[src/design/conv2x2_pkg.sv]
package conv2x2_pkg;

	// default sizes of the stores
	localparam int DEF_MAX_HEIGHT = 32;
	localparam int DEF_MAX_WIDTH  = 32;
	localparam int DEF_MAX_IN_CH  = 16;
	localparam int DEF_MAX_OUT_CH = 16;

	// fixed field widths
	localparam int SAMPLE_W = 16;
	localparam int BIAS_W   = 32;
	localparam int RES_W    = 40;

	// configuration port
	localparam int CFG_IDX_W  = 3;
	localparam int CFG_DATA_W = 6;

	localparam logic [CFG_IDX_W-1:0] REG_HEIGHT  = 3'd0;
	localparam logic [CFG_IDX_W-1:0] REG_WIDTH   = 3'd1;
	localparam logic [CFG_IDX_W-1:0] REG_IN_CH   = 3'd2;
	localparam logic [CFG_IDX_W-1:0] REG_OUT_CH  = 3'd3;
	localparam logic [CFG_IDX_W-1:0] REG_BIAS_EN = 3'd4;

	localparam logic [5:0] RST_HEIGHT  = 6'd32;
	localparam logic [5:0] RST_WIDTH   = 6'd32;
	localparam logic [4:0] RST_IN_CH   = 5'd16;
	localparam logic [4:0] RST_OUT_CH  = 5'd16;
	localparam logic       RST_BIAS_EN = 1'b1;

	typedef enum logic [1:0] {
		FUNC_WEIGHT  = 2'd0,
		FUNC_BIAS    = 2'd1,
		FUNC_SAMPLE  = 2'd2,
		FUNC_COMPUTE = 2'd3
	} func_t;

	typedef struct packed {
		func_t              func;
		logic [3:0]         channel;
		logic [3:0]         in_channel;
		logic [1:0]         tap;
		logic [4:0]         row;
		logic [4:0]         col;
		logic signed [31:0] value;
	} item_t;

	typedef struct packed {
		logic signed [RES_W-1:0] conv_result;
		logic                    status;
	} result_t;

	typedef enum logic [1:0] {
		ST_IDLE,
		ST_RUN,
		ST_DRAIN,
		ST_DONE
	} state_t;

	// controller to datapath
	typedef struct packed {
		logic start;
		logic wr_weight;
		logic wr_bias;
		logic wr_sample;
		logic init_acc;
		logic issue;
		logic load_out;
	} cmd_t;

	// datapath to controller
	typedef struct packed {
		logic item_ok;
		logic pipe_busy;
		logic out_free;
	} sts_t;

endpackage

[src/design/conv2x2_ctrl.sv]
module conv2x2_ctrl import conv2x2_pkg::*; #(
	parameter int MAX_IN_CH = DEF_MAX_IN_CH,
	localparam int NICW = $clog2(MAX_IN_CH + 1),
	localparam int CW = (MAX_IN_CH > 1) ? $clog2(MAX_IN_CH) : 1
) (
	input  logic            clk,
	input  logic            arst_n,
	input  logic            item_valid,
	input  func_t           func,
	output logic            item_ready,
	input  logic [NICW-1:0] nic,
	input  sts_t            sts,
	output cmd_t            cmd,
	output logic [CW-1:0]   ic
);

	state_t        state_q, state_d;
	logic [CW-1:0] cnt_q, cnt_d;
	logic          last_ch;

	// state and channel counter
	always_ff @(posedge clk or negedge arst_n) begin
		if (!arst_n) begin
			state_q <= ST_IDLE;
			cnt_q   <= '0;
		end else begin
			state_q <= state_d;
			cnt_q   <= cnt_d;
		end
	end

	assign ic      = cnt_q;
	assign last_ch = (32'(cnt_q) + 32'd1) >= 32'(nic);

	// next state and commands
	always_comb begin
		state_d    = state_q;
		cnt_d      = cnt_q;
		cmd        = '0;
		item_ready = 1'b0;
		unique case (state_q)
			ST_IDLE: begin
				item_ready = 1'b1;
				if (item_valid) begin
					unique case (func)
						FUNC_WEIGHT: cmd.wr_weight = sts.item_ok;
						FUNC_BIAS:   cmd.wr_bias   = sts.item_ok;
						FUNC_SAMPLE: cmd.wr_sample = sts.item_ok;
						FUNC_COMPUTE: begin
							cmd.start = 1'b1;
							cnt_d     = '0;
							state_d   = sts.item_ok ? ST_RUN : ST_DONE;
						end
					endcase
				end
			end
			ST_RUN: begin
				cmd.issue    = 32'(cnt_q) < 32'(nic);
				cmd.init_acc = (cnt_q == '0);
				cnt_d        = cnt_q + 1'b1;
				if (last_ch) begin
					state_d = ST_DRAIN;
				end
			end
			ST_DRAIN: begin
				if (!sts.pipe_busy) begin
					state_d = ST_DONE;
				end
			end
			ST_DONE: begin
				if (sts.out_free) begin
					cmd.load_out = 1'b1;
					state_d      = ST_IDLE;
				end
			end
			default: state_d = ST_IDLE;
		endcase
	end

	// the pipeline is empty whenever a new transaction may enter
	a_idle_empty: assert property (@(posedge clk) disable iff (!arst_n)
		state_q == ST_IDLE |-> !sts.pipe_busy)
		else $error("pipeline busy while idle");

	// a result is only taken from a drained pipeline
	a_load_drained: assert property (@(posedge clk) disable iff (!arst_n)
		cmd.load_out |-> !sts.pipe_busy)
		else $error("result loaded before pipeline drained");

	// an issued read shows up in the pipeline
	a_issue_busy: assert property (@(posedge clk) disable iff (!arst_n)
		cmd.issue |=> sts.pipe_busy)
		else $error("issued read lost");

endmodule

[config.mk]
export PLATFORM = sky130hd
export DESIGN_NAME = conv2x2_ctrl
export DESIGN_NICKNAME = d
export VERILOG_FILES = /design/src/design/conv2x2_pkg.sv /design/src/design/conv2x2_ctrl.sv
export SDC_FILE = /design/constraint.sdc
export NUM_CORES = 1
export LEC_CHECK = 0
export BUFFER_PORTS_ARGS = -buffer_cell sky130_fd_sc_hd__buf_2
export CAP_MARGIN = 20
export CORE_MARGIN = 8
export CORE_UTILIZATION = 40
export CTS_BUF_LIST = sky130_fd_sc_hd__clkbuf_8
export CTS_CLUSTER_DIAMETER = 80
export DETAILED_ROUTE_END_ITERATION = 8
export HOLD_SLACK_MARGIN = 0.02
export PLACE_DENSITY = 0.67
export SYNTH_ARGS = -nofsm -noshare
export SYNTH_HDL_FRONTEND = slang
export SYNTH_SLANG_ARGS = --single-unit
export TNS_END_PERCENT = 10
[constraint.sdc]
create_clock -name clk -period 2.7 [get_ports clk]
set_input_delay 0 -clock clk [delete_from_list [all_inputs] [get_ports clk]]
set_output_delay 0 -clock clk [all_outputs]
set_load 0.02 [all_outputs]
==> reports/qor.yml <==
sta:
  worst_slack_ns: 0.5590
  setup_viol: 0
  hold_viol: 0
  skew_ns: 0.002457
  slew_headroom_pct: 80.19
  worstMarginPinSlew_ns: 0.2971
  slew_viol_final: 0
  fin_crit_ns: 2.141
  setup_tns_ns: 0
  fin_crit_sh_pct: 79.30
  fmax_mhz: 467.1
  rsz0062_at_grt: "false"
route:
  drc_errors: 0
  num_vias: 664
  dr.pass1.iters: 2
  routed_wl_um: 1567
  ant_nets: 0
  routedWlPerCell_um: 12.84
  drt-initial-drc-count: 2
  viasPerCell: 5.443
grt:
  grt_pass1_wl_um: 2684
  grtUsageMet3_pct: 4.415
  gr-usage-all-layers_pct: 9.588
  grt_overflow_total: 0
  grt_pass1_vias: 635
  grt.busiest_layer: "met2"
  grt_start_max_net_pins: 10
  antenna_found_initial: 0
  gr-usage-met1_pct: 10.42
  use_met2_pct: 17.04
yosys:
  synth_top_area_share_pct: 26.69
  synthTopCellsByArea: "ha_1, dfrtp_1, inv_1"
  syn_area_um2: 703.2
  yosys.area.top_type: "ha_1"
  yosysSeqAreaShare_pct: 21.35
  synth_nets: 106
  post-synth-top-count-cell: "ha_1"
  synth_cells: 78
  synth_ff_type: "dfrtp_1"
  synth-seq-cells: 6
  yosysUniqueCellTypes: 33
  synth_common_cells: "ha_1, inv_1, dfrtp_1"
  synth_area_per_cell_um2: 9.015
  synthArstFlopShare_pct: 100.0
  yosysWarnings: 0
  synth_edf_count: 0
floorplanning:
  die-height_um: 57.93
  initial_core_util_pct: 41.63
  ios: 25
  rows: 15
  core_mm2: 0.001689
  die-width_um: 57.93
  die_area_mm2: 0.003355
place:
  place_inst: 118
  dp.final_hpwl_um: 1320
  dp_slack_ns: 0.5586
  routabilityCongestion: 0.8361
  port_buffers: 24
cts:
  cts_resized: 0
  cts_buffers: 3
  clkSinkCount: 6
  htree_levels: 1
  cts_tree: "yes"
  clk_latency_ns: 0.22
  cts_buffer_depth: 2
  cts_setup_buffers: 0
  cts_hold_buf: 1
  cts-root-buf: "clkbuf_8"
  clk_pin_slew_worst_paths_ns: 0.04
finish:
  drive_above_1_share_pct: 33.33
  areaGrowthSynthToFinish_pct: 26.69
  fill_cells: 161
  antenna-diode-count: 0
  final_cells: 122
  final_nets: 135
pwr:
  ir_worst_vdd_uv: 551.5
  power.density_mw_per_mm2: 869.8
  power.total_w: 0.0007748
  leakage_nw: 0.4909
status:
  outcome: "finished clean"
worst_hold_path:
  hold_class: "input port to asynchronous set/reset pin"
setup_path:
  cp_max_fo: 7
  cp_data_required_time_ns: 2.79
  worst_setup_path_start_kind: "flop"
  critPathKind: "flop to flop"
  end_kind: "flop"
  worstPathArrival_ns: 2.23
  r2r_setup_slack_ns: 0.56
job:
  cap_violations: 0
-- sequential cells by signal, summed over array words and instances (netlist names) --
register / cells
state_q: 2
ic: 4
-- report_power, final --
group | internal (W) | switching [W]
logic | 0.000206 | 0.000279
clock network | 0.0000954 | 0.0000346
registers | 0.000123 | 0.0000373
-- layout make-up --
| cell class | count | area [um2] | share of cell area, % |
|---|---|---|---|
| Tap cell | 17 | 21.27 | 2.388 |
| Sequential cell | 6 | 150.1 | 16.85 |
| Inverter | 10 | 37.54 | 4.213 |
| Timing Repair Buffer | 25 | 130.1 | 14.61 |
| Multi-Input combinational cell | 61 | 510.5 | 57.30 |
| Clock buffer | 3 | 41.29 | 4.635 |
-- worst paths after layout --
kind,startpoint,end,depth (start not counted)
max in group asynchronous,arst_n,ic[3]$_DFFE_PN0P_,2
max,ic[0]$_DFFE_PN0P_,state_q[1]$_DFFE_PN0P_,8
min in group clk,sts[1],state_q[1]$_DFFE_PN0P_,4
max reg2reg,ic[0]$_DFFE_PN0P_,state_q[1]$_DFFE_PN0P_,8
min reg2reg,ic[0]$_DFFE_PN0P_,ic[0]$_DFFE_PN0P_,1
min,arst_n,ic[2]$_DFFE_PN0P_,2
-- per-stage QoR --
stage	hold slack [ns]	cell area [um2]	util (%)
global route	0.1522	890.9	52.74
finish	0.1409	890.9	52.74
floorplan	-0.2956	703.2	-
detailed placement	-0.1697	839.6	49.70
global placement	-0.1714	839.6	49.70
CTS	0.1345	890.9	52.74
-- worst max-delay path: stages, from the launching register on --
cell and delay (ns):
dfrtp_1 0.43, ha_1 0.24, nor2b_1 0.14, or2_2 0.30, ha_1 0.27, o21a_2 0.20, o31a_1 0.11, o2111ai_2 0.19
a32oi_1 0.12
-- per-layer routing --
layer	part of all wire (%)	routed length (um)	up-vias
li1	-	-	336
met1	42	662	309
met2	49	775	19
met3	8.2	129	0
met4	0	0	0
met5	0	0	-
-- cells by family after synthesis --
group,count (synthesis),synth area share (%)
flip-flops,6,21.35
AND/OR/NAND/NOR,26,22.42
XOR/XNOR,1,1.246
adder cells (fa/ha/maj),15,26.69
buffers and inverters,11,6.050
AO/OA/AOI/OAI,19,22.24
-- placed cells by master (no fill, tap or decap), types with 3 or more instances in the layout --
cell	instances
inv_1	10
ha_1	15
clkbuf_8	3
nor2b_1	3
nand2_1	3
nand3_1	3
dfrtp_1	6
buf_2	24
o21ai_0	5
(Power assumes the default switching activity.)
